<file path="src/rtl/bgd_pkg.sv">
// ---------------------------------------------------------------------------
// bgd_pkg
// Shared types, codes and defaults of the button gesture detector.
// ---------------------------------------------------------------------------
package bgd_pkg;

   localparam int DEFAULT_BUTTONS    = 2;
   localparam int DEFAULT_TIMER_BITS = 16;
   localparam int LIMIT_W            = 16;
   localparam int CSR_IDX_W          = 3;

   // Configuration register indexes
   typedef enum logic [CSR_IDX_W-1:0] {
      CSR_CLICK_TIME        = 3'd0,
      CSR_HOLD_TIME         = 3'd1,
      CSR_REPEAT_CLICK_TIME = 3'd2,
      CSR_REPEAT_HOLD_TIME  = 3'd3,
      CSR_IDLE_TIME         = 3'd4
   } csr_index_type;

   localparam logic [LIMIT_W-1:0] RESET_CLICK_TIME        = 16'd30;
   localparam logic [LIMIT_W-1:0] RESET_HOLD_TIME         = 16'd100;
   localparam logic [LIMIT_W-1:0] RESET_REPEAT_CLICK_TIME = 16'd40;
   localparam logic [LIMIT_W-1:0] RESET_REPEAT_HOLD_TIME  = 16'd20;
   localparam logic [LIMIT_W-1:0] RESET_IDLE_TIME         = 16'd500;

   // Reported events
   typedef enum logic [2:0] {
      EV_NONE        = 3'd0,
      EV_PRESS       = 3'd1,
      EV_PRESS_DBL   = 3'd2,
      EV_RELEASE     = 3'd3,
      EV_CLICK       = 3'd4,
      EV_HOLD        = 3'd5,
      EV_CLICKS_OVER = 3'd6,
      EV_IDLE        = 3'd7
   } event_type;

   // Per-button mode; bit 0 is the contact level the mode implies
   typedef enum logic [1:0] {
      MODE_OPEN   = 2'd0,
      MODE_CLOSED = 2'd1,
      MODE_WAIT   = 2'd2,
      MODE_HOLD   = 2'd3
   } mode_type;

   localparam logic [1:0] CLICKS_ONE    = 2'd1;
   localparam logic [1:0] CLICKS_DOUBLE = 2'd2;
   localparam logic [1:0] CLICKS_MAX    = 2'd3;

   // Timing limits handed from the register file to every button
   typedef struct packed {
      logic [LIMIT_W-1:0] fast_limit;
      logic [LIMIT_W-1:0] hold_limit;
      logic [LIMIT_W-1:0] gap_limit;
      logic [LIMIT_W-1:0] repeat_limit;
      logic [LIMIT_W-1:0] idle_time;
   } cfg_type;

   // Per-button tick outcome
   typedef struct packed {
      event_type ev;
      logic      busy;
   } btn_status_type;

   function automatic logic [1:0] bump_clicks(input logic [1:0] cnt);
      return (cnt == CLICKS_MAX) ? cnt : cnt + 2'd1;
   endfunction

endpackage

</file>
<file path="src/rtl/bgd_csr.sv">
// ---------------------------------------------------------------------------
// bgd_csr
// Timing limit registers; writes to unused indexes are dropped.
// ---------------------------------------------------------------------------
module bgd_csr (
   input  logic                              clock,
   input  logic                              reset,
   input  logic                              csr_we,
   input  logic [bgd_pkg::CSR_IDX_W-1:0]     csr_index,
   input  logic [bgd_pkg::LIMIT_W-1:0]       csr_wdata,
   output bgd_pkg::cfg_type                  cfg
);
   import bgd_pkg::*;

   cfg_type cfg_ff;

   always_ff @(posedge clock) begin
      if (reset) begin
         cfg_ff.fast_limit   <= RESET_CLICK_TIME;
         cfg_ff.hold_limit   <= RESET_HOLD_TIME;
         cfg_ff.gap_limit    <= RESET_REPEAT_CLICK_TIME;
         cfg_ff.repeat_limit <= RESET_REPEAT_HOLD_TIME;
         cfg_ff.idle_time    <= RESET_IDLE_TIME;
      end else if (csr_we) begin
         case (csr_index)
            CSR_CLICK_TIME:        cfg_ff.fast_limit   <= csr_wdata;
            CSR_HOLD_TIME:         cfg_ff.hold_limit   <= csr_wdata;
            CSR_REPEAT_CLICK_TIME: cfg_ff.gap_limit    <= csr_wdata;
            CSR_REPEAT_HOLD_TIME:  cfg_ff.repeat_limit <= csr_wdata;
            CSR_IDLE_TIME:         cfg_ff.idle_time    <= csr_wdata;
            default: ;
         endcase
      end
   end

   assign cfg = cfg_ff;

endmodule

</file>
<file path="src/rtl/bgd_button.sv">
// ---------------------------------------------------------------------------
// bgd_button
// State of one button: mode, tick timer, click counter and busy flag.
// ---------------------------------------------------------------------------
module bgd_button #(
   parameter int TIMER_BITS = bgd_pkg::DEFAULT_TIMER_BITS
) (
   input  logic                    clock,
   input  logic                    reset,
   input  logic                    advance,
   input  logic                    contact,
   input  bgd_pkg::cfg_type        cfg,
   output bgd_pkg::btn_status_type status
);
   import bgd_pkg::*;

   localparam int CMP_W = (TIMER_BITS > LIMIT_W) ? TIMER_BITS : LIMIT_W;

   mode_type              mode_ff,   mode_in;
   logic [TIMER_BITS-1:0] tick_ff,   tick_in;
   logic                  run_ff,    run_in;
   logic [1:0]            clicks_ff, clicks_in;
   logic                  busy_ff,   busy_in;

   logic [TIMER_BITS-1:0] tick_up;
   logic                  same;
   logic                  idle_hit, over_hit, enter_hold, rep_hold, fast_click;
   event_type             ev;

   function automatic logic reached(input logic [TIMER_BITS-1:0] t,
                                    input logic [LIMIT_W-1:0] lim);
      return CMP_W'(t) >= CMP_W'(lim);
   endfunction

   // Timer counts first, saturating
   assign tick_up = (run_ff && (tick_ff != {TIMER_BITS{1'b1}})) ? tick_ff + 1'b1 : tick_ff;
   assign same    = (contact == mode_ff[0]);

   assign idle_hit   = same && run_ff && (mode_ff == MODE_OPEN) &&
                       reached(tick_up, cfg.idle_time);
   assign over_hit   = same && run_ff && (mode_ff == MODE_WAIT) &&
                       reached(tick_up, cfg.gap_limit);
   assign enter_hold = same && run_ff && (mode_ff == MODE_CLOSED) &&
                       reached(tick_up, cfg.hold_limit);
   // A zero repeat limit also fires a repeat hold step in the same tick as hold entry
   assign rep_hold   = (same && run_ff && (mode_ff == MODE_HOLD) &&
                        reached(tick_up, cfg.repeat_limit)) ||
                       (enter_hold && (cfg.repeat_limit == '0));
   assign fast_click = (mode_ff == MODE_CLOSED) &&
                       (!reached(tick_up, cfg.fast_limit) ||
                        ((clicks_ff < CLICKS_DOUBLE) && !reached(tick_up, cfg.hold_limit)));

   // Next state
   always_comb begin
      mode_in   = mode_ff;
      tick_in   = tick_up;
      run_in    = run_ff;
      clicks_in = clicks_ff;
      busy_in   = busy_ff;
      if (!same) begin
         tick_in = '0;
         run_in  = 1'b1;
         busy_in = 1'b1;
         if (contact) begin
            mode_in = MODE_CLOSED;
         end else begin
            case (mode_ff)
               MODE_CLOSED: begin
                  if (fast_click) begin
                     mode_in   = MODE_WAIT;
                     clicks_in = bump_clicks(clicks_ff);
                  end else begin
                     mode_in   = MODE_OPEN;
                     clicks_in = '0;
                  end
               end
               MODE_HOLD: begin
                  mode_in   = MODE_OPEN;
                  clicks_in = '0;
               end
               default: mode_in = MODE_OPEN;
            endcase
         end
      end else begin
         if (idle_hit) begin
            run_in  = 1'b0;
            busy_in = 1'b0;
         end
         if (over_hit) begin
            mode_in   = MODE_OPEN;
            clicks_in = '0;
         end
         if (enter_hold) begin
            mode_in   = MODE_HOLD;
            clicks_in = CLICKS_ONE;
            tick_in   = '0;
            run_in    = 1'b1;
         end
         if (rep_hold) begin
            mode_in   = MODE_HOLD;
            clicks_in = bump_clicks(enter_hold ? CLICKS_ONE : clicks_ff);
            tick_in   = '0;
            run_in    = 1'b1;
         end
      end
   end

   // Event of this tick
   always_comb begin
      ev = EV_NONE;
      if (!same) begin
         if (contact) begin
            ev = (clicks_ff == CLICKS_DOUBLE) ? EV_PRESS_DBL : EV_PRESS;
         end else begin
            ev = fast_click ? EV_CLICK : EV_RELEASE;
         end
      end else if (enter_hold || rep_hold) begin
         ev = EV_HOLD;
      end else if (over_hit) begin
         ev = EV_CLICKS_OVER;
      end else if (idle_hit) begin
         ev = EV_IDLE;
      end
   end

   always_ff @(posedge clock) begin
      if (reset) begin
         mode_ff   <= MODE_OPEN;
         tick_ff   <= '0;
         run_ff    <= 1'b1;
         clicks_ff <= '0;
         busy_ff   <= 1'b1;
      end else if (advance) begin
         mode_ff   <= mode_in;
         tick_ff   <= tick_in;
         run_ff    <= run_in;
         clicks_ff <= clicks_in;
         busy_ff   <= busy_in;
      end
   end

   assign status.ev   = ev;
   assign status.busy = busy_in;

endmodule

</file>
<file path="src/rtl/button_gesture_detector.sv">
// ---------------------------------------------------------------------------
// button_gesture_detector
// Per-button click, double click, hold and idle detection on sampled ticks.
// ---------------------------------------------------------------------------
// Each request word is one tick carrying the contact level of every button;
// each tick yields exactly one response word in the cycle after it is taken.
// A new tick is accepted every cycle: the per-button update is a single
// compare-and-update pass feeding the response register, and req_ready only
// drops while that register holds a word the consumer has not taken. The
// response carries the event of the highest-numbered button that had one
// (event code 0 with button 0 when nothing happened) and one sleep bit per
// button, set when that button has gone idle. Timing limits sit in five
// 16-bit registers written through csr_we/csr_index/csr_wdata; write them
// only while no tick is in flight. Indexes past the last register are
// ignored.
// ---------------------------------------------------------------------------
module button_gesture_detector #(
   parameter int BUTTONS    = bgd_pkg::DEFAULT_BUTTONS,
   parameter int TIMER_BITS = bgd_pkg::DEFAULT_TIMER_BITS,
   parameter int BTN_IDX_W  = (BUTTONS > 1) ? $clog2(BUTTONS) : 1
) (
   input  logic                          clock,
   input  logic                          reset,
   // Tick input
   input  logic                          req_valid,
   output logic                          req_ready,
   input  logic [BUTTONS-1:0]            req_contacts,
   // Event output
   output logic                          rsp_valid,
   input  logic                          rsp_ready,
   output logic [2:0]                    rsp_event_res,
   output logic [BTN_IDX_W-1:0]          rsp_event_button,
   output logic [BUTTONS-1:0]            rsp_sleep_allowed,
   // Register writes
   input  logic                          csr_we,
   input  logic [bgd_pkg::CSR_IDX_W-1:0] csr_index,
   input  logic [bgd_pkg::LIMIT_W-1:0]   csr_wdata
);
   import bgd_pkg::*;

   cfg_type              cfg;
   btn_status_type       status [BUTTONS];
   logic                 req_fire;

   event_type            ev_sel;
   logic [BTN_IDX_W-1:0] btn_sel;
   logic [BUTTONS-1:0]   sleep_sel;

   logic                 rsp_valid_ff;
   event_type            rsp_event_ff, rsp_event_in;
   logic [BTN_IDX_W-1:0] rsp_button_ff, rsp_button_in;
   logic [BUTTONS-1:0]   rsp_sleep_ff, rsp_sleep_in;

   // Take a tick whenever the response register is free or being drained
   assign req_ready = !rsp_valid_ff || rsp_ready;
   assign req_fire  = req_valid && req_ready;

   bgd_csr u_csr (
      .clock     (clock),
      .reset     (reset),
      .csr_we    (csr_we),
      .csr_index (csr_index),
      .csr_wdata (csr_wdata),
      .cfg       (cfg)
   );

   // One state slice per button, all advanced by the same accepted tick
   for (genvar b = 0; b < BUTTONS; b++) begin : g_button
      bgd_button #(
         .TIMER_BITS (TIMER_BITS)
      ) u_button (
         .clock   (clock),
         .reset   (reset),
         .advance (req_fire),
         .contact (req_contacts[b]),
         .cfg     (cfg),
         .status  (status[b])
      );
   end

   // Highest-numbered button with an event wins; sleep is the inverse of busy
   always_comb begin
      ev_sel    = EV_NONE;
      btn_sel   = '0;
      sleep_sel = '0;
      for (int b = 0; b < BUTTONS; b++) begin
         if (status[b].ev != EV_NONE) begin
            ev_sel  = status[b].ev;
            btn_sel = BTN_IDX_W'(b);
         end
         sleep_sel[b] = !status[b].busy;
      end
   end

   // Load the response register on a taken tick, hold it otherwise
   assign rsp_event_in  = req_fire ? ev_sel    : rsp_event_ff;
   assign rsp_button_in = req_fire ? btn_sel   : rsp_button_ff;
   assign rsp_sleep_in  = req_fire ? sleep_sel : rsp_sleep_ff;

   always_ff @(posedge clock) begin
      if (reset) begin
         rsp_valid_ff <= 1'b0;
      end else if (req_fire) begin
         rsp_valid_ff <= 1'b1;
      end else if (rsp_ready) begin
         rsp_valid_ff <= 1'b0;
      end
   end

   always_ff @(posedge clock) begin
      rsp_event_ff  <= rsp_event_in;
      rsp_button_ff <= rsp_button_in;
      rsp_sleep_ff  <= rsp_sleep_in;
   end

   assign rsp_valid         = rsp_valid_ff;
   assign rsp_event_res     = rsp_event_ff;
   assign rsp_event_button  = rsp_button_ff;
   assign rsp_sleep_allowed = rsp_sleep_ff;

endmodule

</file>
<file path="config.mk">
export PLATFORM = sky130hd
export DESIGN_NAME = button_gesture_detector
export DESIGN_NICKNAME = d
export VERILOG_FILES = /design/src/rtl/bgd_pkg.sv /design/src/rtl/bgd_csr.sv /design/src/rtl/bgd_button.sv /design/src/rtl/button_gesture_detector.sv
export SDC_FILE = /design/constraint.sdc
export NUM_CORES = 1
export LEC_CHECK = 0
export ABC_AREA = 1
export BUFFER_PORTS_ARGS = -buffer_cell sky130_fd_sc_hd__buf_2
export CORE_MARGIN = 8
export CORE_UTILIZATION = 40
export DETAILED_ROUTE_END_ITERATION = 6
export PLACE_DENSITY_LB_ADDON = 0.25
export SETUP_SLACK_MARGIN = 0.4
export SLEW_MARGIN = 20
export SYNTH_ARGS = -nofsm -noshare
export SYNTH_HDL_FRONTEND = slang
export SYNTH_HIERARCHICAL = 1
export SYNTH_SLANG_ARGS = --single-unit
export TNS_END_PERCENT = 30
</file>
<file path="constraint.sdc">
create_clock -name clock -period 3.3 [get_ports clock]
set_clock_uncertainty 0.15 [all_clocks]
set_input_delay 0 -clock clock [delete_from_list [all_inputs] [get_ports clock]]
set_output_delay 0 -clock clock [all_outputs]
set_load 0.01 [all_outputs]
</file>
==> summary.md, run 1 <==
| Metric | Value |
|---|---|
| Run status | `complete, but fails checks` |
| Failing checks | `negative setup slack` |
| Unrepaired setup endpoints after global routing | `yes` |
| Fin. max-slew vios | `0` |
| Die ar. | `32700 µm²` |
| DP HPWL | `around 29 mm` |
| Worst r2r src | `g_button[1].u_button/tick_ff[1]` |
| CP Capture Type | `flop` |
| Crit path to | `rsp_event_button` |
| Tightest Pin Transition | `just under 1 ns` |
| Synth warn | `6` |
| Synth top area cells | `dfxtp_1 23%, ha_1 19%, nand2_1 14%` |
| CP startpoint kind | `flop` |
| Pwr Density | `between 300 and 400 nW/µm²` |
| Largest net degree at the start of global routing | `between 40 and 50` |
| DRT Pass-1 Iters | `6` |
| Delay of the slowest critical-path stage | `~0.35 ns` |
| Max Fanout on Critical Path | `6` |
| Routed Antenna Nets | `0` |
| Final WL | `~38 mm` |
| # rows | `60` |
| Delay-heaviest family, CP | `simple AND/OR/NAND/NOR gates` |
| Cell mode on critical path | `nand2_2` |
| GPL Wtd Cong | `~0.95` |
| Cells after Synth | `approximately 1600` |
| Critical Path RT | `roughly 3.3 ns` |
| Slew headroom | `35.7%` |
| Cell taking the most area after synthesis | `dfxtp_1` |
| First-pass GRT wire length | `just under 60 mm` |
| Tightest Hold Check Type | `in -> reg` |
| Worst IR Drop VDD | `between 0.2 and 0.3 mV` |
| Avg Cell Area, Syn | `between 6 and 7 µm²` |
| # setup viols final | `45` |
| Static Leak | `around 7.3 nW` |
| Core area | `26800 µm²` |
| R2R Setup Slk | `-0.35 ns` |
| Initial Util | `between 40% and 50%` |
| Total track usage | `between 20% and 30%` |
| Number of global-route vias before repair | `~11000` |
| Overflow after GRT | `0` |
| Worst Path Buf+Inv | `6` |
| Mapped Nets | `1831` |
| Synthesized flop and latch total | `131` |
| Post-synth EDFFs | `6` |
| Hold Path Stages | `4` |
| Dpl ws | `-0.610 ns` |
| Vias | `11379` |
| Port Buffers | `33` |
| WS Path Type | `reg -> reg` |
| Max Cap Viol | `0` |
| Final core utilization | `~54%` |
| Yosys top cell area share | `23.1%` |
| Number of cells on the critical path | `26` |
| Synth-to-Final Area Change | `33.7%` |
| Final #Nets | `roughly 2100` |
| CTS tree | `built` |
| Worst reg-to-reg path cell count | `26` |
| Min Tclk post-route | `about 3.7 ns` |
| Sequential area share after synthesis | `approximately 25%` |
| WL/cell | `roughly 17 µm` |
| First DRT Iteration DRCs | `between 800 and 900` |
| Period Utilization, post-route | `111%` |
| Share of layout cells above drive strength 1 | `24.3%` |
| CTS buffer count | `17` |
| F_max | `274 MHz` |
| Antenna cells | `0` |
| Final WS setup | `-0.351 ns` |
| Synth cell types | `44` |
| Final Hold Vio Count | `0` |
| Mapped cell area | `between 10000 and 15000 µm²` |
| Commonest cells after routing, fill and taps aside | `365 x nand2_1, 256 x inv_1, 191 x nor2_1` |
| Top_reg_cell synth | `dfxtp_1` |
| Clock sinks | `131` |
| Die outline height | `181 µm` |
| Clk root buf | `clkbuf_16` |
| CP Launch Point | `g_button[1].u_button/tick_ff[1]` |
| Vias per cell | `~5.1` |
| Die Wd | `around 180 µm` |
| Crit-path slowest cell | `dfxtp_4` |
| DRC | `0` |
| Worst-Skew Late Latency | `between 0.4 and 0.5 ns` |
| Io pins | `34` |
| Initial antenna violation count | `0` |
| FF-to-FF End | `rsp_event_button` |
| Leading cell type in the layout, fill and taps excluded | `nand2_1` |
| Clock Tree Buf Depth | `2` |
| Clk pin slew, worst setup/hold paths | `~0.07 ns` |
| Hold_ws | `0.185 ns` |
| H-Tree Depth | `4` |
| Arrival time worst endpoint | `about 3.7 ns` |
| Asr flop ratio synth | `0%` |
[what timing repair did]
item	4_1_cts	5_1_grt
buffers inserted	17	5
endpoints found under the hold margin	115	0
gates resized for setup	86	97
hold buffers	33	0
setup endpoints to repair	50	50
pin swaps	38	52
[how the worst min path moves through the flow]
stage	start	endpoint	slack, ns
after floorplan	reset	g_button[1].u_button/tick_ff[7]	-0.08
after global placement	csr_wdata[1]	u_csr/cfg[65]	0.07
after detailed placement	csr_wdata[1]	u_csr/cfg[65]	0.09
after CTS	csr_wdata[1]	u_csr/cfg[65]	0.16
after global routing	csr_wdata[1]	u_csr/cfg[65]	0.20
final	csr_wdata[1]	u_csr/cfg[65]	0.19
[through the flow]
stage	TNS [ns]	power [mW]	instances	instance area, µm²
final	-8.33	5.51	2212	14500
after global routing	-19.98	5.76	2212	14500
after CTS	-7.25	5.44	2207	14100
after detailed placement	-13.36	3.07	2125	12600
after global placement	-13.69	3.05	2125	12600
after floorplan	0	2.55	1637	11000
[report_power, final]
part,total (mW),internal [mW],switching (mW),leakage (nW)
clock network,2.23,1.44,0.791,0.325
logic,1.53,0.628,0.898,5.89
registers,1.75,1.67,0.0759,1.08
[sequential cells by signal (all words and copies together), names as in the netlist]
register / count
g_button.u_button/tick_ff: 32
g_button.u_button/mode_ff: 4
rsp_sleep_allowed: 2
u_csr/cfg: 80
g_button.u_button/run_ff: 2
g_button.u_button/busy_ff: 2
rsp_event_button: 1
rsp_valid: 1
rsp_event_res: 3
g_button.u_button/clicks_ff: 4
[cell type report]
| cell class | instances | area [µm²] |
|---|---|---|
| flip-flops and latches | 131 | 2700 |
| clock inverters | 12 | 228 |
| well taps | 341 | 427 |
| fillers | 2594 | 12300 |
| clock buffers | 20 | 447 |
| inverters | 291 | 1110 |
| multi-input cells | 1180 | 7690 |
| repair buffers | 237 | 1920 |
[cell usage after synthesis (2+ instances only)]
library cell and number:
buf_2 6, buf_6 7, nor3_4 2, a21oi_2 2, nand4_1 19, nor2_2 10, clkbuf_1 6, a21o_1 4
nor2_8 2, buf_4 9, edfxtp_1 6, nand2_2 12, inv_4 2, a21oi_1 93, buf_1 7, nand4_2 2
xor2_1 18, a211oi_1 6, o21a_1 6, nor3_1 24, nand3_2 3, o21bai_1 5, nand2_1 397, inv_2 14
nand3_1 134, nor2_4 8, o21ai_0 28, inv_1 274, o21ai_1 8, nand2_4 3, nor2_1 201, nor3_2 3
xnor2_1 7, nor4_1 8, dfxtp_1 125, ha_1 168
[cells by family after synthesis]
logic type | after synthesis | synth area share [%]
buf+inv | 326 | 12.2
xor+xnor | 26 | 2.17
flops | 131 | 24.7
simple gates | 831 | 33.7
fa+ha+maj | 168 | 19.4
compound gates | 155 | 7.88
[layer usage]
metal,GRT usage (%),part of all wire (%),vias to the layer above,routed length (µm)
met5,0,0,-,0
met4,8.99,3.3,0,1230
met3,4.03,5.9,71,2240
met2,38.0,46,332,17500
met1,28.8,44,5330,16800
li1,-,-,5646,-
[worst register-to-register path: stages, from the launching register on]
cell,delay (ns)
dfxtp_4,0.35
ha_4,0.17
nand3_4,0.10
nor3_4,0.05
a21boi_4,0.24
nand2_2,0.13
nor2_4,0.16
nand3_4,0.09
xor2_4,0.26
buf_12,0.15
buf_12,0.09
ha_4,0.19
nand2_2,0.05
inv_2,0.03
o21bai_1,0.12
nand2_1,0.08
a21oi_2,0.12
nand3_1,0.10
nand2_1,0.09
nand2_2,0.08
nor2_4,0.15
inv_4,0.06
nand3_2,0.07
nand2_2,0.07
inv_4,0.09
buf_6,0.11
nand2_2,0.04
(Power assumes the default switching activity.)
==> run 2: changes to the inputs <==
RECOVER_POWER = 50   (was not set)
SETUP_SLACK_MARGIN = 0.1   (was 0.4)
==> summary.md, run 2 (synthesis results as in run 1) <==
| Metric | Value |
|---|---|
| Run status | `complete, but fails checks (unchanged)` |
| Failing checks | `max-capacitance violations, max-slew violations, negative setup slack (was negative setup slack)` |
| Tightest Pin Transition | `2.28 ns (was 0.964 ns)` |
| Worst-Skew Late Latency | `0.44 ns (was 0.43 ns)` |
| Cell Int Power | `3.32 mW (was 3.75 mW)` |
| Io pins | `34 (unchanged)` |
| Hold Path Stages | `4 (unchanged)` |
| Slew headroom | `-52.4% (was 35.7%)` |
| H-Tree Depth | `4 (unchanged)` |
| Antenna cells | `0 (unchanged)` |
| Vias | `11459 (was 11379)` |
| FF-to-FF End | `g_button[1].u_button/tick_ff[0] (was rsp_event_button)` |
| # setup viols final | `47 (was 45)` |
| Max FFs per register | `80 (unchanged)` |
| Die Wd | `181 µm (unchanged)` |
| Clk pin slew, worst setup/hold paths | `0.07 ns (about the same)` |
| First DRT Iteration DRCs | `814 (was 842)` |
| Final core utilization | `56.2% (was 54.2%)` |
| CTS buffer count | `17 (unchanged)` |
| Routed Antenna Nets | `0 (unchanged)` |
| Hold wc startpoint | `csr_wdata[3] (was csr_wdata[1])` |
| Tightest Hold Check Type | `in -> reg (unchanged)` |
| Largest net degree at the start of global routing | `42 (unchanged)` |
| Max Fanout on Critical Path | `6 (unchanged)` |
| Switching Share | `35.5% (was 32.0%)` |
| # fillers | `2479 (was 2594)` |
| WHS Endpoint | `u_csr/cfg[67] (was u_csr/cfg[65])` |
| DRT Pass-1 Iters | `5 (was 6)` |
| Pwr Density | `342 nW/µm² (was 380 nW/µm²)` |
| Gate power share | `31.2% (was 27.7%)` |
| Worst reg-to-reg path cell count | `24 (was 26)` |
| Final WS setup | `-0.187 ns (was -0.351 ns)` |
| Die outline height | `181 µm (unchanged)` |
| Die ar. | `32700 µm² (unchanged)` |
| CP Capture Type | `flop (unchanged)` |
| Sequential Power Share | `34.0% (was 31.8%)` |
| Worst r2r src | `g_button[1].u_button/tick_ff[6] (was g_button[1].u_button/tick_ff[1])` |
| DRC | `0 (unchanged)` |
| Final #Nets | `2053 (was 2052)` |
| Critical Path RT | `3.51 ns (was 3.33 ns)` |
| Synth-to-Final Area Change | `38.8% (was 33.7%)` |
| WS Path Type | `reg -> reg (unchanged)` |
| Unrepaired setup endpoints after global routing | `yes (unchanged)` |
| Leading cell type in the layout, fill and taps excluded | `nand2_1 (unchanged)` |
| Clock Tree Buf Depth | `2 (unchanged)` |
| Commonest cells after routing, fill and taps aside | `340 x nand2_1, 249 x inv_1, 186 x nor2_1 (was 365 x nand2_1, 256 x inv_1, 191 x nor2_1)` |
| Static Leak | `7.34 nW (was 7.30 nW)` |
| Initial antenna violation count | `0 (unchanged)` |
| Initial Util | `40.5% (unchanged)` |
| Vias per cell | `5.18 (was 5.14)` |
| WL/cell | `16.7 µm (was 17.1 µm)` |
| Final WL | `36.9 mm (was 37.8 mm)` |
| Clock sinks | `131 (unchanged)` |
| Clock share of power | `34.9% (was 40.5%)` |
| CTS tree | `built (unchanged)` |
| Number of global-route vias before repair | `10784 (was 11132)` |
| R2R Setup Slk | `-0.19 ns (was -0.35 ns)` |
| DP HPWL | `26.5 mm (was 28.6 mm)` |
| F_max | `287 MHz (was 274 MHz)` |
| Fin. max-slew vios | `34 (was 0)` |
| Worst IR Drop VDD | `0.300 mV (was 0.299 mV)` |
| Min Tclk post-route | `3.49 ns (was 3.65 ns)` |
| CP startpoint kind | `flop (unchanged)` |
| Total track usage | `21.6% (was 22.8%)` |
| GPL Wtd Cong | `0.881 (was 0.948)` |
| Hold_ws | `0.172 ns (was 0.185 ns)` |
| # rows | `60 (unchanged)` |
| Tot Pwr | `5.16 mW (was 5.51 mW)` |
| First-pass GRT wire length | `56.4 mm (was 58.5 mm)` |
| Max Cap Viol | `1 (was 0)` |
| Dpl ws | `-0.438 ns (was -0.610 ns)` |
| Final Hold Vio Count | `0 (unchanged)` |
| Overflow after GRT | `0 (unchanged)` |
| Arrival time worst endpoint | `3.70 ns (was 3.68 ns)` |
| Period Utilization, post-route | `106% (was 111%)` |
| Core area | `26800 µm² (unchanged)` |
| Port Buffers | `33 (unchanged)` |
| Setup tns final | `-4.86 ns (was -8.33 ns)` |
| Share of layout cells above drive strength 1 | `28.7% (was 24.3%)` |
| Psw | `1.83 mW (was 1.76 mW)` |
| Clk root buf | `clkbuf_16 (unchanged)` |
## run 2: cell types whose count changed in the layout (fill, tap and decap cells not counted), sizes merged
cell      delta
clkinv       +2
buf          -9
clkinvlp     +1
clkbuf       +9
inv          +4
bufinv       -6
## run 2: worst max path at each step
stage                               startpoint                         endpoint  slack (ns)
4_1_cts        g_button[1].u_button/tick_ff[1]                 rsp_event_res[2]       -0.16
5_1_grt        g_button[1].u_button/tick_ff[6]  g_button[1].u_button/tick_ff[0]       -0.39
3_3_place_gp   g_button[1].u_button/tick_ff[0]                 rsp_event_button       -0.41
2_1_floorplan  g_button[0].u_button/tick_ff[0]                 rsp_event_res[0]        0.09
6_report       g_button[1].u_button/tick_ff[6]  g_button[1].u_button/tick_ff[0]       -0.19
3_5_place_dp   g_button[1].u_button/tick_ff[0]                 rsp_event_button       -0.44
## run 2: final cells by class
class | instances | area [µm²] | share of cell area [%]
clock buffer | 19 | 433 | 2.87
clock inverter | 13 | 103 | 0.681
inverter | 291 | 1110 | 7.40
multi-input combinational | 1180 | 8340 | 55.3
sequential | 131 | 2700 | 17.9
tap | 341 | 427 | 2.83
timing repair buffer | 238 | 1950 | 12.9
## run 2: critical path, cell delays in order, from the launching register on
cell and delay (ns):
dfxtp_4 0.38, nand2_4 0.06, nor2_4 0.11, nand2_2 0.07, nor3_4 0.24, a21boi_4 0.12, buf_4 0.16, nand2_2 0.06
xnor2_1 0.11, buf_4 0.19, ha_1 0.26, nand2_2 0.10, o21bai_1 0.13, a21oi_2 0.08, nor2_2 0.14, buf_4 0.13
nand2_2 0.04, nand2_2 0.08, nand2_4 0.07, nor2_4 0.13, inv_4 0.06, nor2_4 0.19, buf_12 0.17, nand3_4 0.06
a21oi_2 0.12
## run 2: stage by stage
stage | cell area (µm²) | std cells
floorplan | 10900 | 1637
global placement | 12300 | 2108
detailed placement | 12300 | 2108
CTS | 14000 | 2186
global route | 15100 | 2213
finish | 15100 | 2213
## run 2: repair_timing
item	CTS	global route
endpoints found under the setup margin	50	50
endpoints found under the hold margin	113	0
pin swaps	77	114
hold buffers	33	0
gates cloned	0	1
buffers inserted	13	26
gates resized for setup	164	178
## run 2: power groups by stage
stage	clock, mW	sequential (mW)	combinational, mW
3_3_place_gp	0	1.78	1.19
3_5_place_dp	0	1.78	1.21
6_report	1.80	1.75	1.61
2_1_floorplan	0	1.76	0.777
4_1_cts	1.81	1.75	1.40
5_1_grt	1.88	1.76	1.77
## run 2: routing by layer
layer | GRT usage, % | vias up | part of all wire, %
met5 | 0 | - | 0
met4 | 7.80 | 0 | 2.6
met3 | 3.69 | 55 | 5.3
met2 | 34.5 | 330 | 46
met1 | 28.9 | 5422 | 46
li1 | - | 5652 | -
==> run 3: changes to the inputs <==
ABC_AREA = not set   (was 1)
CELL_PAD_IN_SITES_DETAIL_PLACEMENT = 0   (was not set)
CELL_PAD_IN_SITES_GLOBAL_PLACEMENT = 1   (was not set)
CTS_CLUSTER_DIAMETER = 40   (was not set)
==> summary.md, run 3 <==
| Metric | Value |
|---|---|
| Final Hold Vio Count | `0 (unchanged)` |
| GPL Wtd Cong | `0.862 (was 0.881)` |
| Failing checks | `negative setup slack (was max-capacitance violations, max-slew violations, negative setup slack)` |
| First-pass GRT wire length | `52.8 mm (was 56.4 mm)` |
| Clk root buf | `clkbuf_16 (unchanged)` |
| Clock sinks | `131 (unchanged)` |
| DRT Pass-1 Iters | `5 (unchanged)` |
| Critical Path RT | `3.32 ns (was 3.51 ns)` |
| Die ar. | `31600 µm² (was 32700 µm²)` |
| Unrepaired setup endpoints after global routing | `yes (unchanged)` |
| Leading cell types by count after synthesis | `168 x ha_1, 165 x inv_1, 125 x dfxtp_1, 100 x nand2b_1, 85 x nor2_1 (was 397 x nand2_1, 274 x inv_1, 201 x nor2_1, 168 x ha_1, 134 x nand3_1)` |
| Tightest Hold Check Type | `in -> reg (unchanged)` |
| Period Utilization, post-route | `129% (was 106%)` |
| Vias | `9615 (was 11459)` |
| Mapped cell area | `10500 µm² (was 10900 µm²)` |
| Mapped Nets | `1442 (was 1831)` |
| Port Buffers | `33 (unchanged)` |
| Vias per cell | `5.13 (was 5.18)` |
| Post-synth EDFFs | `6 (unchanged)` |
| Overflow after GRT | `0 (unchanged)` |
| Synth warn | `6 (unchanged)` |
| # setup viols final | `50 (was 47)` |
| DRC | `0 (unchanged)` |
| Clk pin slew, worst setup/hold paths | `0.06 ns (was 0.07 ns)` |
| Final #Nets | `1719 (was 2053)` |
| Min Tclk post-route | `4.26 ns (was 3.49 ns)` |
| Final WS setup | `-0.956 ns (was -0.187 ns)` |
| CP Capture Type | `flop (unchanged)` |
| Asr flop ratio synth | `0% (unchanged)` |
| Top_reg_cell synth | `dfxtp_1 (unchanged)` |
| Cell area after placement | `12700 µm² (was 12300 µm²)` |
| Leading cell type in the layout, fill and taps excluded | `buf_4 (was nand2_1)` |
| CP startpoint kind | `flop (unchanged)` |
| Most common cell in the netlist | `ha_1 (was nand2_1)` |
| Fin. max-slew vios | `0 (was 34)` |
| Arrival time worst endpoint | `4.27 ns (was 3.70 ns)` |
| Clock Tree Buf Depth | `2 (unchanged)` |
| Synthesized flop and latch total | `131 (unchanged)` |
| H-Tree Depth | `4 (unchanged)` |
| Synth cell types | `78 (was 44)` |
| Initial Util | `40.4% (was 40.5%)` |
| Share of layout cells above drive strength 1 | `28.3% (was 28.7%)` |
| Synth-to-Final Area Change | `39.7% (was 38.8%)` |
| Cell taking the most area after synthesis | `dfxtp_1 (unchanged)` |
| Max Fanout on Critical Path | `6 (unchanged)` |
| Final WL | `33.8 mm (was 36.9 mm)` |
| Io pins | `34 (unchanged)` |
| Die outline height | `178 µm (was 181 µm)` |
| Pwr Density | `307 nW/µm² (was 342 nW/µm²)` |
| Max FFs per register | `80 (unchanged)` |
| Number of global-route vias before repair | `9509 (was 10784)` |
| Max Cap Viol | `0 (was 1)` |
| Avg Cell Area, Syn | `8.40 µm² (was 6.63 µm²)` |
| Yosys top cell area share | `23.9% (was 23.1%)` |
| Largest net degree at the start of global routing | `87 (was 42)` |
| Core area | `25900 µm² (was 26800 µm²)` |
| Sequential area share after synthesis | `25.6% (was 24.7%)` |
| CTS buffer count | `17 (unchanged)` |
| Slew headroom | `2.56% (was -52.4%)` |
| Cells after Synth | `1248 (was 1637)` |
| WL/cell | `18.0 µm (was 16.7 µm)` |
| Initial antenna violation count | `0 (unchanged)` |
| Static Leak | `6.95 nW (was 7.34 nW)` |
| Die Wd | `178 µm (was 181 µm)` |
| Worst-Skew Late Latency | `0.43 ns (was 0.44 ns)` |
| Run status | `complete, but fails checks (unchanged)` |
| Tightest Pin Transition | `1.46 ns (was 2.28 ns)` |
| DP HPWL | `25.4 mm (was 26.5 mm)` |
| Final core utilization | `56.5% (was 56.2%)` |
| # fillers | `2314 (was 2479)` |
| F_max | `235 MHz (was 287 MHz)` |
| Worst IR Drop VDD | `0.285 mV (was 0.300 mV)` |
| Placed insts | `1766 (was 2108)` |
| Antenna cells | `0 (unchanged)` |
| WS Path Type | `reg -> reg (unchanged)` |
| # rows | `59 (was 60)` |
| Total track usage | `21.6% (about the same)` |
| Final Instance Area | `14600 µm² (was 15100 µm²)` |
| Synth top area cells | `dfxtp_1 24%, ha_1 20%, mux2i_1 7.8% (was dfxtp_1 23%, ha_1 19%, nand2_1 14%)` |
| CTS tree | `built (unchanged)` |
| Final cell count without fillers | `1873 (was 2213)` |
| Routed Antenna Nets | `0 (unchanged)` |
| First DRT Iteration DRCs | `582 (was 814)` |
| Commonest cells after routing, fill and taps aside | `204 x buf_4, 165 x inv_1, 151 x ha_1 (was 340 x nand2_1, 249 x inv_1, 186 x nor2_1)` |
==> run 3: changes by cell type after synthesis, moves of 13 or more <==
| cell | change |
|---|---|
| a21o_1 | +23 |
| nand3_1 | -109 |
| a21oi_1 | -22 |
| inv_1 | -109 |
| o21ai_0 | +15 |
| inv_2 | -14 |
| mux2i_1 | +82 |
| nand2b_1 | +100 |
| nor2_1 | -116 |
| clkbuf_1 | +13 |
| nand2_1 | -333 |
==> run 3: cell families (layout without fill, tap and decap cells) <==
| logic type | count (synthesis) | after routing | share of synthesized area [%] |
|---|---|---|---|
| fa+ha+maj | 168 | 168 | 20.1 |
| flops | 131 | 131 | 25.6 |
| xor+xnor | 38 | 38 | 3.18 |
| compound gates | 222 | 222 | 14.0 |
| mux | 86 | 86 | 8.26 |
| buf+inv | 202 | 492 | 7.76 |
| simple gates | 401 | 401 | 21.1 |
==> run 3: layer usage <==
layer  part of all wire (%)  GRT usage, %
met3                    3.3          2.79
met1                     49          29.4
met5                      0             0
met2                     46          34.6
met4                    2.4          7.29
==> run 3: layout make-up <==
type / count / area, µm² / area share, %
Clock buffer: 18 / 450 / 3.08
Multi-Input combinational cell: 915 / 7960 / 54.4
Sequential cell: 131 / 2700 / 18.4
Inverter: 165 / 619 / 4.23
Tap cell: 335 / 419 / 2.86
Clock inverter: 14 / 196 / 1.34
Timing Repair Buffer: 295 / 2300 / 15.7
==> run 3: per-stage QoR <==
stage                     TNS (ns)  hold WS (ns)  worst slack (ns)  power (mW)
after global routing        -44.45        0.0760             -1.11        4.68
after global placement      -41.61        0.0950             -1.18        2.27
after CTS                   -36.71        0.0330            -0.992        4.46
after detailed placement    -42.95         0.106             -1.17        2.27
after floorplan             -15.36       -0.0809            -0.590        2.04
final                       -35.83        0.0551            -0.956        4.50
==> run 3: repair_timing <==
| action | 4_1_cts | 5_1_grt |
|---|---|---|
| cloned | 2 | 1 |
| pin swaps | 61 | 47 |
| setup buffers | 27 | 18 |
| endpoints found under the setup margin | 50 | 50 |
| hold buffers | 28 | 0 |
| resized for setup | 74 | 69 |
| endpoints found under the hold margin | 85 | 0 |
==> run 3: report_power, final <==
part           leakage (nW)  switching (mW)  internal, mW  total, mW
logic                  5.57           0.375         0.338      0.713
registers              1.08          0.0366          1.63       1.67
clock network         0.313           0.794          1.32       2.11
==> run 3: final timing paths <==
path | startpoint | to | slack (ns) | depth (start not counted)
worst max-delay path | g_button[1].u_button/tick_ff[1] | rsp_event_button | -0.96 | 19
worst min-delay path | reset | g_button[1].u_button/tick_ff[1] | 0.06 | 2
worst max register to register | g_button[1].u_button/tick_ff[1] | rsp_event_button | -0.96 | 19
worst min register to register | g_button[1].u_button/busy_ff | g_button[1].u_button/busy_ff | 0.35 | 1
==> run 3: critical path: stages (launching register included) <==
cell and delay, ns:
dfxtp_2 0.34, ha_4 0.15, and3_4 0.15, nand3_4 0.08, o21ai_4 0.07, buf_12 0.15
nor3_4 0.21, and3_4 0.28, xor2_4 0.28, ha_4 0.18, and4_4 0.21, o31ai_1 0.06
or4_1 0.47, o211a_1 0.19, a21oi_4 0.18, or2_4 0.15, o21a_1 0.16, nand2_2 0.09
buf_6 0.13, or3_4 0.31
